**src/hw/rtl/apd_pkg.sv**
```systemverilog
// Shared types and constants for the arm pose hold detector.
// Used by apd_delta, apd_window and the top level; depends on nothing.
package apd_pkg;

  localparam int unsigned PIX_W    = 10;
  localparam int unsigned DELTA_W  = 11;
  localparam int unsigned DEPTH_W  = 13;
  localparam int unsigned HOLD_W   = 8;
  localparam int unsigned WINDOW_DEF = 20;

  localparam logic [HOLD_W-1:0] HOLD_MAX = '1;

  // Register reset values.
  localparam logic [PIX_W-1:0]   RST_HE_DX_MAX = 10'd50;
  localparam logic [DELTA_W-1:0] RST_HE_DY_MIN = 11'd20;
  localparam logic [DELTA_W-1:0] RST_ES_DY_MAX = 11'd60;
  localparam logic [DELTA_W-1:0] RST_ES_DX_MIN = 11'd30;
  localparam logic [DEPTH_W-1:0] RST_DEPTH_MIN = 13'd700;
  localparam logic [HOLD_W-1:0]  RST_HOLD      = 8'd15;

  typedef enum logic [2:0] {
    REG_HE_DX_MAX = 3'd0,
    REG_HE_DY_MIN = 3'd1,
    REG_ES_DY_MAX = 3'd2,
    REG_ES_DX_MIN = 3'd3,
    REG_DEPTH_MIN = 3'd4,
    REG_HOLD      = 3'd5
  } reg_idx_t;

  typedef struct packed {
    logic [PIX_W-1:0]          he_dx_max;
    logic signed [DELTA_W-1:0] he_dy_min;
    logic signed [DELTA_W-1:0] es_dy_max;
    logic signed [DELTA_W-1:0] es_dx_min;
    logic [DEPTH_W-1:0]        depth_min;
    logic [HOLD_W-1:0]         hold_frames;
  } cfg_t;

  // One frame after the delta stage.
  typedef struct packed {
    logic                      joints_valid;
    logic                      depth_ok;
    logic signed [DELTA_W-1:0] he_dx;   // |hand_x - elbow_x|
    logic signed [DELTA_W-1:0] he_dy;   // hand_y - elbow_y
    logic signed [DELTA_W-1:0] es_dy;   // elbow_y - shoulder_y
    logic signed [DELTA_W-1:0] se_dx;   // shoulder_x - elbow_x
  } frame_t;

endpackage

```
**src/hw/rtl/apd_delta.sv**
```systemverilog
// Input stage of the arm pose hold detector: registers the four joint deltas
// and the depth check of each accepted frame. Depends on apd_pkg.
module apd_delta (
  input  logic                         clk,
  input  logic                         rst_n,
  input  logic                         in_valid,
  output logic                         in_ready,
  input  logic                         joints_valid,
  input  logic [apd_pkg::PIX_W-1:0]    shoulder_x,
  input  logic [apd_pkg::PIX_W-1:0]    shoulder_y,
  input  logic [apd_pkg::PIX_W-1:0]    elbow_x,
  input  logic [apd_pkg::PIX_W-1:0]    elbow_y,
  input  logic [apd_pkg::PIX_W-1:0]    hand_x,
  input  logic [apd_pkg::PIX_W-1:0]    hand_y,
  input  logic [apd_pkg::DEPTH_W-1:0]  hand_depth,
  input  logic [apd_pkg::DEPTH_W-1:0]  depth_min,
  input  logic                         down_ready,
  output logic                         frm_valid,
  output apd_pkg::frame_t              frm
);
  import apd_pkg::*;

  logic                      valid_r, valid_nxt;
  frame_t                    frm_r, frm_nxt;
  logic signed [DELTA_W-1:0] hx_diff;
  logic                      in_fire;

  assign in_ready = !valid_r || down_ready;
  assign in_fire  = in_valid && in_ready;

  always_comb begin
    hx_diff              = $signed({1'b0, hand_x}) - $signed({1'b0, elbow_x});
    frm_nxt.joints_valid = joints_valid;
    frm_nxt.depth_ok     = hand_depth > depth_min;
    frm_nxt.he_dx        = hx_diff[DELTA_W-1] ? -hx_diff : hx_diff;
    frm_nxt.he_dy        = $signed({1'b0, hand_y}) - $signed({1'b0, elbow_y});
    frm_nxt.es_dy        = $signed({1'b0, elbow_y}) - $signed({1'b0, shoulder_y});
    frm_nxt.se_dx        = $signed({1'b0, shoulder_x}) - $signed({1'b0, elbow_x});
  end

  always_comb begin
    if (in_fire) begin
      valid_nxt = 1'b1;
    end else if (down_ready) begin
      valid_nxt = 1'b0;
    end else begin
      valid_nxt = valid_r;
    end
  end

  always_ff @(posedge clk) begin
    if (!rst_n) begin
      valid_r <= 1'b0;
    end else begin
      valid_r <= valid_nxt;
    end
  end

  always_ff @(posedge clk) begin
    if (in_fire) begin
      frm_r <= frm_nxt;
    end
  end

  assign frm_valid = valid_r;
  assign frm       = frm_r;

endmodule

```
**src/hw/rtl/apd_window.sv**
```systemverilog
// Window stage of the arm pose hold detector: history rings, running sums,
// threshold tests, hold counter and the result register. Depends on apd_pkg.
module apd_window #(
  parameter int unsigned WINDOW = apd_pkg::WINDOW_DEF
) (
  input  logic            clk,
  input  logic            rst_n,
  input  logic            frm_valid,
  input  apd_pkg::frame_t frm,
  input  apd_pkg::cfg_t   cfg,
  output logic            down_ready,
  output logic            out_valid,
  input  logic            out_ready,
  output logic            detected
);
  import apd_pkg::*;

  localparam int unsigned CNT_W  = $clog2(WINDOW + 1);
  localparam int unsigned SLOT_W = (WINDOW > 1) ? $clog2(WINDOW) : 1;
  localparam int unsigned SUM_W  = DELTA_W + CNT_W;
  localparam int unsigned PROD_W = DELTA_W + CNT_W + 1;
  localparam logic [CNT_W-1:0]  FILL_FULL = CNT_W'(WINDOW);
  localparam logic [SLOT_W-1:0] SLOT_LAST = SLOT_W'(WINDOW - 1);

  logic signed [DELTA_W-1:0] hist_r [4][WINDOW];
  logic signed [SUM_W-1:0]   sum_r [4];
  logic signed [SUM_W-1:0]   sum_nxt [4];
  logic [CNT_W-1:0]          fill_r, fill_nxt;
  logic [SLOT_W-1:0]         slot_r, slot_nxt;
  logic [HOLD_W-1:0]         hold_r, hold_nxt;
  logic                      out_valid_r, out_valid_nxt;
  logic                      det_r, det_nxt;

  logic signed [DELTA_W-1:0] d [4];
  logic signed [PROD_W-1:0]  n_ext;
  logic signed [PROD_W-1:0]  lim_dx, lim_dy, lim_es_dy, lim_es_dx;
  logic signed [PROD_W-1:0]  s_ext [4];
  logic                      full, qual, adv, upd;

  assign down_ready = !out_valid_r || out_ready;
  assign adv        = frm_valid && down_ready;
  // Invalid frames leave the window state (sums, fill, slot, hold, rings) alone.
  assign upd        = adv && frm.joints_valid;

  assign d[0] = frm.he_dx;
  assign d[1] = frm.he_dy;
  assign d[2] = frm.es_dy;
  assign d[3] = frm.se_dx;

  assign full     = fill_r == FILL_FULL;
  assign fill_nxt = full ? fill_r : fill_r + 1'b1;
  assign slot_nxt = (slot_r == SLOT_LAST) ? '0 : slot_r + 1'b1;

  always_comb begin
    for (int k = 0; k < 4; k++) begin
      sum_nxt[k] = sum_r[k] + {{(SUM_W-DELTA_W){d[k][DELTA_W-1]}}, d[k]};
      if (full) begin
        sum_nxt[k] = sum_nxt[k]
                   - {{(SUM_W-DELTA_W){hist_r[k][slot_r][DELTA_W-1]}}, hist_r[k][slot_r]};
      end
      s_ext[k] = {{(PROD_W-SUM_W){sum_nxt[k][SUM_W-1]}}, sum_nxt[k]};
    end
  end

  // Averages are compared as sum against threshold times entry count.
  always_comb begin
    n_ext     = $signed({{(PROD_W-CNT_W){1'b0}}, fill_nxt});
    lim_dx    = $signed({{(PROD_W-PIX_W){1'b0}}, cfg.he_dx_max}) * n_ext;
    lim_dy    = $signed({{(PROD_W-DELTA_W){cfg.he_dy_min[DELTA_W-1]}}, cfg.he_dy_min})
              * n_ext;
    lim_es_dy = $signed({{(PROD_W-DELTA_W){cfg.es_dy_max[DELTA_W-1]}}, cfg.es_dy_max})
              * n_ext;
    lim_es_dx = $signed({{(PROD_W-DELTA_W){cfg.es_dx_min[DELTA_W-1]}}, cfg.es_dx_min})
              * n_ext;
    qual = (s_ext[0] < lim_dx) && (s_ext[1] > lim_dy) && (s_ext[2] < lim_es_dy)
        && (s_ext[3] > lim_es_dx) && frm.depth_ok;
  end

  always_comb begin
    if (!qual) begin
      hold_nxt = '0;
    end else if (hold_r == HOLD_MAX) begin
      hold_nxt = hold_r;
    end else begin
      hold_nxt = hold_r + 1'b1;
    end
    det_nxt = frm.joints_valid && qual && (hold_nxt > cfg.hold_frames);
  end

  always_comb begin
    if (adv) begin
      out_valid_nxt = 1'b1;
    end else if (out_ready) begin
      out_valid_nxt = 1'b0;
    end else begin
      out_valid_nxt = out_valid_r;
    end
  end

  always_ff @(posedge clk) begin
    if (!rst_n) begin
      fill_r      <= '0;
      slot_r      <= '0;
      hold_r      <= '0;
      out_valid_r <= 1'b0;
      for (int k = 0; k < 4; k++) begin
        sum_r[k] <= '0;
      end
    end else begin
      out_valid_r <= out_valid_nxt;
      if (upd) begin
        fill_r <= fill_nxt;
        slot_r <= slot_nxt;
        hold_r <= hold_nxt;
        for (int k = 0; k < 4; k++) begin
          sum_r[k] <= sum_nxt[k];
        end
      end
    end
  end

  // Ring entries are read only once the window is full, so every entry read
  // has been written first and the rings need no reset.
  always_ff @(posedge clk) begin
    if (upd) begin
      for (int k = 0; k < 4; k++) begin
        hist_r[k][slot_r] <= d[k];
      end
    end
    if (adv) begin
      det_r <= det_nxt;
    end
  end

  assign out_valid = out_valid_r;
  assign detected  = det_r;

endmodule

```
**src/hw/rtl/arm_pose_hold_detector.sv**
```systemverilog
// Top level of the arm pose hold detector: stream ports, configuration
// registers and the two processing stages. Depends on apd_pkg, apd_delta
// and apd_window.

// One result comes out for every frame taken in, through the delta register
// and then the result register. A new frame can be taken in every cycle
// while the output side is not stalled: with running sums and one ring write
// per frame, the only loop is the registered window state (sums, fill count,
// ring slot, hold counter). Frames with joints_valid low leave the window
// state untouched and report no detection. The average over a partly filled
// window covers the frames held so far. The user writes configuration over
// the APB-style port only while no frame is in flight; the block does not
// enforce this. There is no clearing pass after reset.
module arm_pose_hold_detector #(
  parameter int unsigned WINDOW = apd_pkg::WINDOW_DEF
) (
  input  logic        clk,
  input  logic        rst_n,
  input  logic        in_tvalid,
  output logic        in_tready,
  // [9:0] shoulder_x, [19:10] shoulder_y, [29:20] elbow_x, [39:30] elbow_y,
  // [49:40] hand_x, [59:50] hand_y, [72:60] hand_depth, [79:73] zero
  input  logic [79:0] in_tdata,
  // [0] joints_valid
  input  logic        in_tuser,
  output logic        out_tvalid,
  input  logic        out_tready,
  // [0] detected, [7:1] zero
  output logic [7:0]  out_tdata,
  input  logic        cfg_psel,
  input  logic        cfg_penable,
  input  logic        cfg_pwrite,
  input  logic [4:0]  cfg_paddr,
  input  logic [31:0] cfg_pwdata,
  output logic [31:0] cfg_prdata,
  output logic        cfg_pready
);
  import apd_pkg::*;

  cfg_t     cfg_r;
  reg_idx_t reg_idx;
  logic     cfg_wr;
  logic     down_ready;
  logic     frm_valid;
  frame_t   frm;
  logic     detected;

  assign cfg_pready = 1'b1;
  assign reg_idx    = reg_idx_t'(cfg_paddr[4:2]);
  assign cfg_wr     = cfg_psel && cfg_penable && cfg_pwrite && cfg_pready;

  always_ff @(posedge clk) begin
    if (!rst_n) begin
      cfg_r.he_dx_max   <= RST_HE_DX_MAX;
      cfg_r.he_dy_min   <= RST_HE_DY_MIN;
      cfg_r.es_dy_max   <= RST_ES_DY_MAX;
      cfg_r.es_dx_min   <= RST_ES_DX_MIN;
      cfg_r.depth_min   <= RST_DEPTH_MIN;
      cfg_r.hold_frames <= RST_HOLD;
    end else if (cfg_wr) begin
      case (reg_idx)
        REG_HE_DX_MAX: cfg_r.he_dx_max   <= cfg_pwdata[PIX_W-1:0];
        REG_HE_DY_MIN: cfg_r.he_dy_min   <= cfg_pwdata[DELTA_W-1:0];
        REG_ES_DY_MAX: cfg_r.es_dy_max   <= cfg_pwdata[DELTA_W-1:0];
        REG_ES_DX_MIN: cfg_r.es_dx_min   <= cfg_pwdata[DELTA_W-1:0];
        REG_DEPTH_MIN: cfg_r.depth_min   <= cfg_pwdata[DEPTH_W-1:0];
        REG_HOLD:      cfg_r.hold_frames <= cfg_pwdata[HOLD_W-1:0];
        default: ;
      endcase
    end
  end

  // Signed thresholds read back sign-extended.
  always_comb begin
    case (reg_idx)
      REG_HE_DX_MAX: cfg_prdata = {{(32-PIX_W){1'b0}}, cfg_r.he_dx_max};
      REG_HE_DY_MIN: cfg_prdata = {{(32-DELTA_W){cfg_r.he_dy_min[DELTA_W-1]}},
                                   cfg_r.he_dy_min};
      REG_ES_DY_MAX: cfg_prdata = {{(32-DELTA_W){cfg_r.es_dy_max[DELTA_W-1]}},
                                   cfg_r.es_dy_max};
      REG_ES_DX_MIN: cfg_prdata = {{(32-DELTA_W){cfg_r.es_dx_min[DELTA_W-1]}},
                                   cfg_r.es_dx_min};
      REG_DEPTH_MIN: cfg_prdata = {{(32-DEPTH_W){1'b0}}, cfg_r.depth_min};
      REG_HOLD:      cfg_prdata = {{(32-HOLD_W){1'b0}}, cfg_r.hold_frames};
      default:       cfg_prdata = '0;
    endcase
  end

  apd_delta u_delta (
    .clk          (clk),
    .rst_n        (rst_n),
    .in_valid     (in_tvalid),
    .in_ready     (in_tready),
    .joints_valid (in_tuser),
    .shoulder_x   (in_tdata[9:0]),
    .shoulder_y   (in_tdata[19:10]),
    .elbow_x      (in_tdata[29:20]),
    .elbow_y      (in_tdata[39:30]),
    .hand_x       (in_tdata[49:40]),
    .hand_y       (in_tdata[59:50]),
    .hand_depth   (in_tdata[72:60]),
    .depth_min    (cfg_r.depth_min),
    .down_ready   (down_ready),
    .frm_valid    (frm_valid),
    .frm          (frm)
  );

  apd_window #(
    .WINDOW (WINDOW)
  ) u_window (
    .clk        (clk),
    .rst_n      (rst_n),
    .frm_valid  (frm_valid),
    .frm        (frm),
    .cfg        (cfg_r),
    .down_ready (down_ready),
    .out_valid  (out_tvalid),
    .out_ready  (out_tready),
    .detected   (detected)
  );

  assign out_tdata = {7'd0, detected};

endmodule

```
**config.mk**
```make
export PLATFORM = sky130hd
export DESIGN_NAME = arm_pose_hold_detector
export DESIGN_NICKNAME = d
export VERILOG_FILES = /design/src/hw/rtl/apd_pkg.sv /design/src/hw/rtl/apd_delta.sv /design/src/hw/rtl/apd_window.sv /design/src/hw/rtl/arm_pose_hold_detector.sv
export SDC_FILE = /design/constraint.sdc
export NUM_CORES = 2
export LEC_CHECK = 0
export ABC_AREA = 1
export BUFFER_PORTS_ARGS = -buffer_cell sky130_fd_sc_hd__buf_2
export CAP_MARGIN = 20
export CORE_MARGIN = 5
export CORE_UTILIZATION = 55
export DETAILED_ROUTE_END_ITERATION = 8
export GPL_ROUTABILITY_DRIVEN = 0
export HOLD_SLACK_MARGIN = 0.15
export PLACE_DENSITY = 0.8
export SETUP_SLACK_MARGIN = 0.05
export SLEW_MARGIN = 10
export SYNTH_ARGS = -nofsm -noshare
export SYNTH_HDL_FRONTEND = slang
export SYNTH_HIERARCHICAL = 1
export SYNTH_SLANG_ARGS = --single-unit
```
**constraint.sdc**
```tcl
create_clock -name clk -period 19.1 [get_ports clk]
set_input_delay 1.91 -clock clk [delete_from_list [all_inputs] [get_ports clk]]
set_output_delay 1.91 -clock clk [all_outputs]
set_load 0.05 [all_outputs]
```
# [Yosys cells after proc, flatten, opt, wreduce, memory -nomap -nowiden]
# Memories as Yosys holds them, arrays and structs flattened.
# Index checks and enable logic that the tools add are counted.
# W data, S select, Z words.
[classes] eq_ne=8 order_cmp=8 addsub=16 mul=4 n_reduce_logical=25 n_bitwise=5 mux=37
[ops] operator="$bmux W11 S5" count=4
[ops] operator="$mux W220" count=1
[ops] operator="$pmux W32 S6" count=1
[ops] operator="$mux W16" count=8
[ops] operator="$mux W11" count=9
[ops] operator="$add A16 B16 Y16" count=4
[ops] operator="$sub A16 B16 Y16" count=4
[ops] operator="$demux W11 S5" count=1
[ops] operator="$mul A11 B6 Y17" count=3
[ops] operator="$sub A10 B10 Y11" count=4
[ops] operator="$gt A16 B17 Y1" count=2
[ops] operator="$lt A16 B17 Y1" count=1
[ops] operator="$lt A16 B16 Y1" count=1
[ops] operator="$mux W8" count=2
[ops] operator="$mul A10 B5 Y15" count=1
[ops] operator="$gt A13 B13 Y1" count=1
[ops] operator="$logic_and A1 B1 Y1" count=12
[ops] operator="$reduce_and A2 Y1" count=6
[ops] operator="$neg A11 Y11" count=1
[ops] operator="$add A5 B1 Y5 const B" count=2
[ops] operator="$eq A5 B5 Y1 const B" count=2
[ops] operator="$mux W10" count=1
[ops] operator="$mux W5" count=2
[ops] operator="$add A8 B1 Y8 const B" count=1
[ops] operator="other kinds (14)" count=29
[totals] elab_cells=124 register_bits=131 ramBits=944 out_inout_bits=43 inputBits=125 memories=2
[mem_list] memory="u_window.hist_r" words=4 width=220 read_ports=4 rd_clocked_by_memory_dff=0 wr=4 line="apd_window.sv:25" source="logic signed [DELTA_W-1:0] hist_r [4][WINDOW];"
[mem_list] memory="u_window.sum_r" words=4 width=16 read_ports=4 rd_clocked_by_memory_dff=0 wr=4 line="apd_window.sv:26" source="logic signed [SUM_W-1:0] sum_r [4];"

# [Logic depth before layout (Yosys ltp)]
[depth] ltp_word=14 mapped_depth=45 depth_no_buf=44

# [Hierarchy]
# The synthesis kept the hierarchy.
[by_module_without_submodules] module="apd_window" cells_each=5016 seq_area_each_um2=28757.6 area_each_um2=52052.4 instances=1
[by_module_without_submodules] module="apd_delta" cells_each=483 seq_area_each_um2=1401.3 area_each_um2=3988.8 instances=1
[by_module_without_submodules] module="arm_pose_hold_detector" cells_each=535 seq_area_each_um2=1281.2 area_each_um2=3395.8 instances=1

# [Worst setup path after synthesis]
# No wires, ideal clock.
[synth_timing] path_kind="register to register" start="register u_window.fill_r[0]" end="register u_window.det_r (netlist: u_window/detected), data pin" period_less_slack_ns=7.378 setup_time_ns=0.266 required_ns=18.834 slack_ns=11.722 path_buffers=2 arrival_ns=7.111 path_stages_with_launch=44 cell_sequence="dfxtp_1 inv_1 ha_1 nand2_1 inv_2 nand2_2 nand2_1 nand2_1 clkbuf_1 buf_1 nor2_1 fa_1 fa_1 inv_1 fa_1 inv_1 ha_1 inv_1 [8 not listed] nor2_1 nor2_1 xor2_1 ha_1 inv_1 nor3_1 nor3b_1 nand3_1 o211ai_1 o22ai_1 nor2_2 nand2_4 a21oi_2 ha_1 a21oi_1 o21ai_0 a21oi_1 nor3_2"
[synth_via] elab_chain_len=11 word_cells_on_any_way=23 classes_between="1 x add/sub; 4 x mul; 5 x order compare; 1 x eq/ne; 6 x mux; 6 x reduce/logical"
[synth_rtl] item="from (decl)" line="apd_window.sv:28" source="logic [CNT_W-1:0] fill_r, fill_nxt;"
[synth_rtl] item="from (signal assigned)" line="apd_window.sv:112" source="fill_r <= fill_nxt;"
[synth_rtl] item="$add A5 B1 Y5 or $eq A5 B5 Y1 (tied branches)" line="apd_window.sv:51, apd_window.sv:50"
[synth_rtl] item="$mux W5" line="apd_window.sv:51" source="assign fill_nxt = full ? fill_r : fill_r + 1'b1;"
[synth_rtl] item="$mul A11 B6 Y17 or $mul A10 B5 Y15 (tied branches)" line="apd_window.sv:70, apd_window.sv:68"
[synth_rtl] item="$gt A16 B17 Y1 or $lt A16 B16 Y1 (tied branches)" line="apd_window.sv:75" source="qual = (s_ext[0] < lim_dx) && (s_ext[1] > lim_dy) && (s_ext[2] < lim_es_dy)"
[synth_rtl] item="$logic_and A1 B1 Y1 (2 in series)" line="apd_window.sv:75"
[synth_rtl] item="$logic_and A1 B1 Y1 (*) (2 in series)" line="apd_window.sv:76" source="&& (s_ext[3] > lim_es_dx) && frm.depth_ok;"
[synth_rtl] item="$mux W8 (*)" line="apd_window.sv:80" source="if (!qual) begin"
[synth_rtl] item="net u_window.hold_nxt[3]" line="apd_window.sv:30" source="logic [HOLD_W-1:0] hold_r, hold_nxt;"
[synth_rtl] item="$gt A8 B8 Y1 (*)" line="apd_window.sv:87" source="det_nxt = frm.joints_valid && qual && (hold_nxt > cfg.hold_frames);"
[synth_rtl] item="$logic_and A1 B1 Y1 (*)" line="apd_window.sv:87"
[synth_rtl] item="net u_window.det_nxt" line="apd_window.sv:32" source="logic det_r, det_nxt;"
[synth_rtl] item="to (signal assigned)" line="apd_window.sv:131" source="det_r <= det_nxt;"
[synth_rtl] item="to (decl)" line="apd_window.sv:32"
# The timed path passes the listed nets; every way through them passes the cells marked *.
# A chain may end at the register's enable or synchronous reset.

# [Worst setup path in the final report]
# Same ends and word-level chain as after synthesis.

==> impl_metrics.env <==
export IMPL_arrival_ns=10.00
export IMPL_vias=44500
export IMPL_start_util=0.554
export IMPL_vias_per_cell=5.89
export IMPL_end_kind="register"
export IMPL_r2r_end="u_window/detected$_DFFE_PP_"
export IMPL_yosys_warnings=6
export IMPL_htreeDepth=3
export IMPL_maxClockFrequency_mhz=104
export IMPL_cpPeakStageDelay_ns=0.63
export IMPL_fin_util=0.604
export IMPL_rr_worst_depth=41
export IMPL_synth_top_family_by_area="simple AND/OR/NAND/NOR gates"
export IMPL_core_area_um2=107000
export IMPL_maxCapViolCount=0
export IMPL_num_rows=120
export IMPL_wl_per_cell_um=19.5
export IMPL_avgSynthCellArea_um2=9.85
export IMPL_setup_tns_ns=0
export IMPL_start_kind="register"
export IMPL_muxShareOfSynthArea=0
export IMPL_fillers=8352
export IMPL_r2r_start="u_window/fill_r[0]$_SDFFE_PN0P_"
export IMPL_ys_ff_latch=1075
export IMPL_status="complete, no violations"
export IMPL_postCtsSetupBuffers=0
export IMPL_synth_flop_cell="edfxtp_1"
export IMPL_fp_dieH_um=339
export IMPL_setup_violations=0
export IMPL_detailed_place_hpwl_mm=91.8
export IMPL_drive_above_1_share=0.0737
export IMPL_hp_class="reg -> reg"
export IMPL_fin_crit_sh=0.503
export IMPL_drv_slew=0
export IMPL_ctsHoldBuffers=0
export IMPL_wirelength_mm=147
export IMPL_ys_seq_area_frac=0.529
export IMPL_worstPathRequired_ns=19.50
export IMPL_p_per_area_nw_per_um2=88.2
export IMPL_fin_skew_ns=0.0430
export IMPL_synthXorXnorAreaFrac=0.0209
export IMPL_synthArstFlopShare=0
export IMPL_hold_depth=2
export IMPL_path_class="reg -> reg"
export IMPL_fp_dieArea_um2=115000
export IMPL_grt_overflow=0
export IMPL_hold_path_end="u_window/hold_r[7]$_SDFFE_PN0P_"
export IMPL_syn_cell_area_um2=59400
export IMPL_die_w_um=339
export IMPL_clkLatencyLatePin_ns=0.71
export IMPL_nets=6710
export IMPL_grt_util_all_layers=0.248
export IMPL_synth_top_area_share=0.501
export IMPL_ant_nets=0
export IMPL_yosysMostFrequentCell="edfxtp_1"
export IMPL_synthTopCellsByCount="991 x edfxtp_1, 890 x nor2_1, 854 x nand2_1"
export IMPL_diodes=0
export IMPL_drt_pass1_iter_count=6
export IMPL_fin_area_um2=64700
export IMPL_syn_instance_count=6034
export IMPL_syn2layout_area_growth_pct=8.86
export IMPL_crit_top_cell="nand2_1"
export IMPL_antenna_found_initial=1
export IMPL_tightest_slew_ns=1.07
export IMPL_hold_violations=0
export IMPL_clk_pin_slew_ns=0.06
export IMPL_final_cells=7567
export IMPL_drcViolationCount=0
export IMPL_peakVddDrop_uv=73.6
export IMPL_synth_compound_area_frac=0.113
export IMPL_cp_max_fo=25
export IMPL_min_from="u_window/hold_r[7]$_SDFFE_PN0P_"
export IMPL_post_cts_resize_count=0
export IMPL_cts_buffers=105
export IMPL_grt_max_degree=202
export IMPL_cts_root_buf="clkbuf_16"
export IMPL_post_dp_cell_area_um2=61400
export IMPL_synth_area_top_cells="edfxtp_1 50%, ha_1 7.8%, nor2_1 5.6%, nand2_1 5.4%, o21ai_0 4.7%"
export IMPL_critical_path_slowest_cell="nor2_2"
export IMPL_cts_tree="yes"
export IMPL_drt_iter0_markers=4629
export IMPL_synth_fa_ha_area_frac=0.124
export IMPL_yosys_area_share_simple=0.151
export IMPL_dp_cells=7374
export IMPL_clk_path_buf_depth=3
export IMPL_finalCriticalPeriod_ns=9.60
export IMPL_rsz0062_at_grt="no"
export IMPL_grt_first_pass_wirelength_mm=229
export IMPL_r2r_slack_ns=9.50
export IMPL_num_io_pins=168
export IMPL_p_leak_nw=26.5
export IMPL_portBuffers=131
export IMPL_synth_edf_count=991
export IMPL_yosys_area_top_type="edfxtp_1"
export IMPL_timing_max_slew_rel_slack=0.282
export IMPL_grt_pass1_vias=43300
export IMPL_clock_sinks=1075
export IMPL_synth_cell_types=62
==> cells in the final DEF (no fill, tap or decap), types with 9 or more instances in the layout <==
cell | synthesis | routed
xor2_1 | 101 | 101
clkbuf_1 | 181 | 25
o21ai_1 | 9 | 9
o21a_1 | 12 | 12
nand4_1 | 54 | 54
or2_2 | 37 | 37
buf_2 | 37 | 131
nand2_2 | 11 | 11
o22ai_1 | 225 | 225
buf_4 | 31 | 62
nand3b_1 | 12 | 12
edfxtp_1 | 991 | 991
a221oi_1 | 32 | 32
fa_1 | 138 | 138
xnor2_1 | 41 | 41
clkinv_2 | 1 | 17
nand3_1 | 231 | 231
a21oi_1 | 269 | 268
o21bai_1 | 15 | 15
o21ai_0 | 562 | 562
nand2_1 | 854 | 853
clkbuf_16 | 0 | 105
ha_1 | 369 | 369
nor2_4 | 4 | 26
clkinv_1 | 3 | 24
nor3_1 | 33 | 33
o31ai_1 | 12 | 12
nor2_1 | 890 | 870
inv_1 | 669 | 668
dfxtp_1 | 84 | 82
a21o_1 | 9 | 9
==> final cells by class <==
type / instances / area, µm² / area share
flip-flops and latches: 1075 / 31400 / 0.486
multi-input cells: 4020 / 24500 / 0.378
clock buffers: 134 / 2770 / 0.0428
inverters: 681 / 2570 / 0.0397
well taps: 1403 / 1760 / 0.0271
repair buffers: 195 / 1160 / 0.0179
clock inverters: 59 / 531 / 0.00820
==> logic make-up (layout without fill, tap and decap cells) <==
family	after synthesis	count (layout)
other	2	8
XOR/XNOR	142	142
AND/OR/NAND/NOR	2164	2164
AO/OA/AOI/OAI	1199	1199
buffers and inverters	945	1069
flip-flops	1075	1075
adder cells (fa/ha/maj)	507	507
==> sequential cells by signal (all words and copies together), names as in the netlist, 5 cells and up <==
name             cells
cfg_r               64
u_delta/frm         46
u_window/slot_r      5
u_window/hold_r      8
u_window/sum_r      64
u_window/hist_r    880
u_window/fill_r      5
==> where the power goes <==
group          switching (mW)  internal (mW)  leakage (nW)
Combinational           0.651          0.350          15.1
Clock                   0.873           1.11          1.60
Sequential             0.0682           2.66          9.72
Total                    1.59           4.12          26.5
==> worst max-delay path, delay by kind of cell (launching register included) <==
kind / cells / cell delay, ns
AND/OR/NAND/NOR: 16 / 2.90
AO/OA/AOI/OAI: 11 / 2.48
adder cells (fa/ha/maj): 7 / 2.45
buffers and inverters: 6 / 0.88
flip-flops: 1 / 0.37
XOR/XNOR: 1 / 0.17
==> worst max path at each step <==
stage / startpoint / endpoint / slack, ns
final: u_window/fill_r[0]$_SDFFE_PN0P_ / u_window/detected$_DFFE_PP_ / 9.50
after global routing: u_window/fill_r[0]$_SDFFE_PN0P_ / u_window/detected$_DFFE_PP_ / 8.92
after CTS: u_window/fill_r[0]$_SDFFE_PN0P_ / u_window/detected$_DFFE_PP_ / 9.54
after detailed placement: u_window/fill_r[0]$_SDFFE_PN0P_ / u_window/detected$_DFFE_PP_ / 9.76
after global placement: u_window/fill_r[0]$_SDFFE_PN0P_ / u_window/detected$_DFFE_PP_ / 9.93
after floorplan: u_window/fill_r[0]$_SDFFE_PN0P_ / u_window/detected$_DFFE_PP_ / 11.72
==> routing by layer <==
layer | vias up | GRT usage | wire [µm]
met5 | - | 0 | 0
met4 | 0 | 0.103 | 6320
met3 | 388 | 0.0366 | 12600
met2 | 2070 | 0.426 | 71500
met1 | 21300 | 0.318 | 57100
li1 | 20800 | - | -
==> metrics by stage <==
stage	hold WS [ns]	power, mW	setup WS (ns)
floorplan	0.445	3.48	11.72
global route	0.504	5.96	8.92
detailed placement	0.462	3.75	9.76
finish	0.471	5.71	9.50
CTS	0.470	5.71	9.54
global placement	0.459	3.71	9.93
Power figures use the tool's default switching activity.
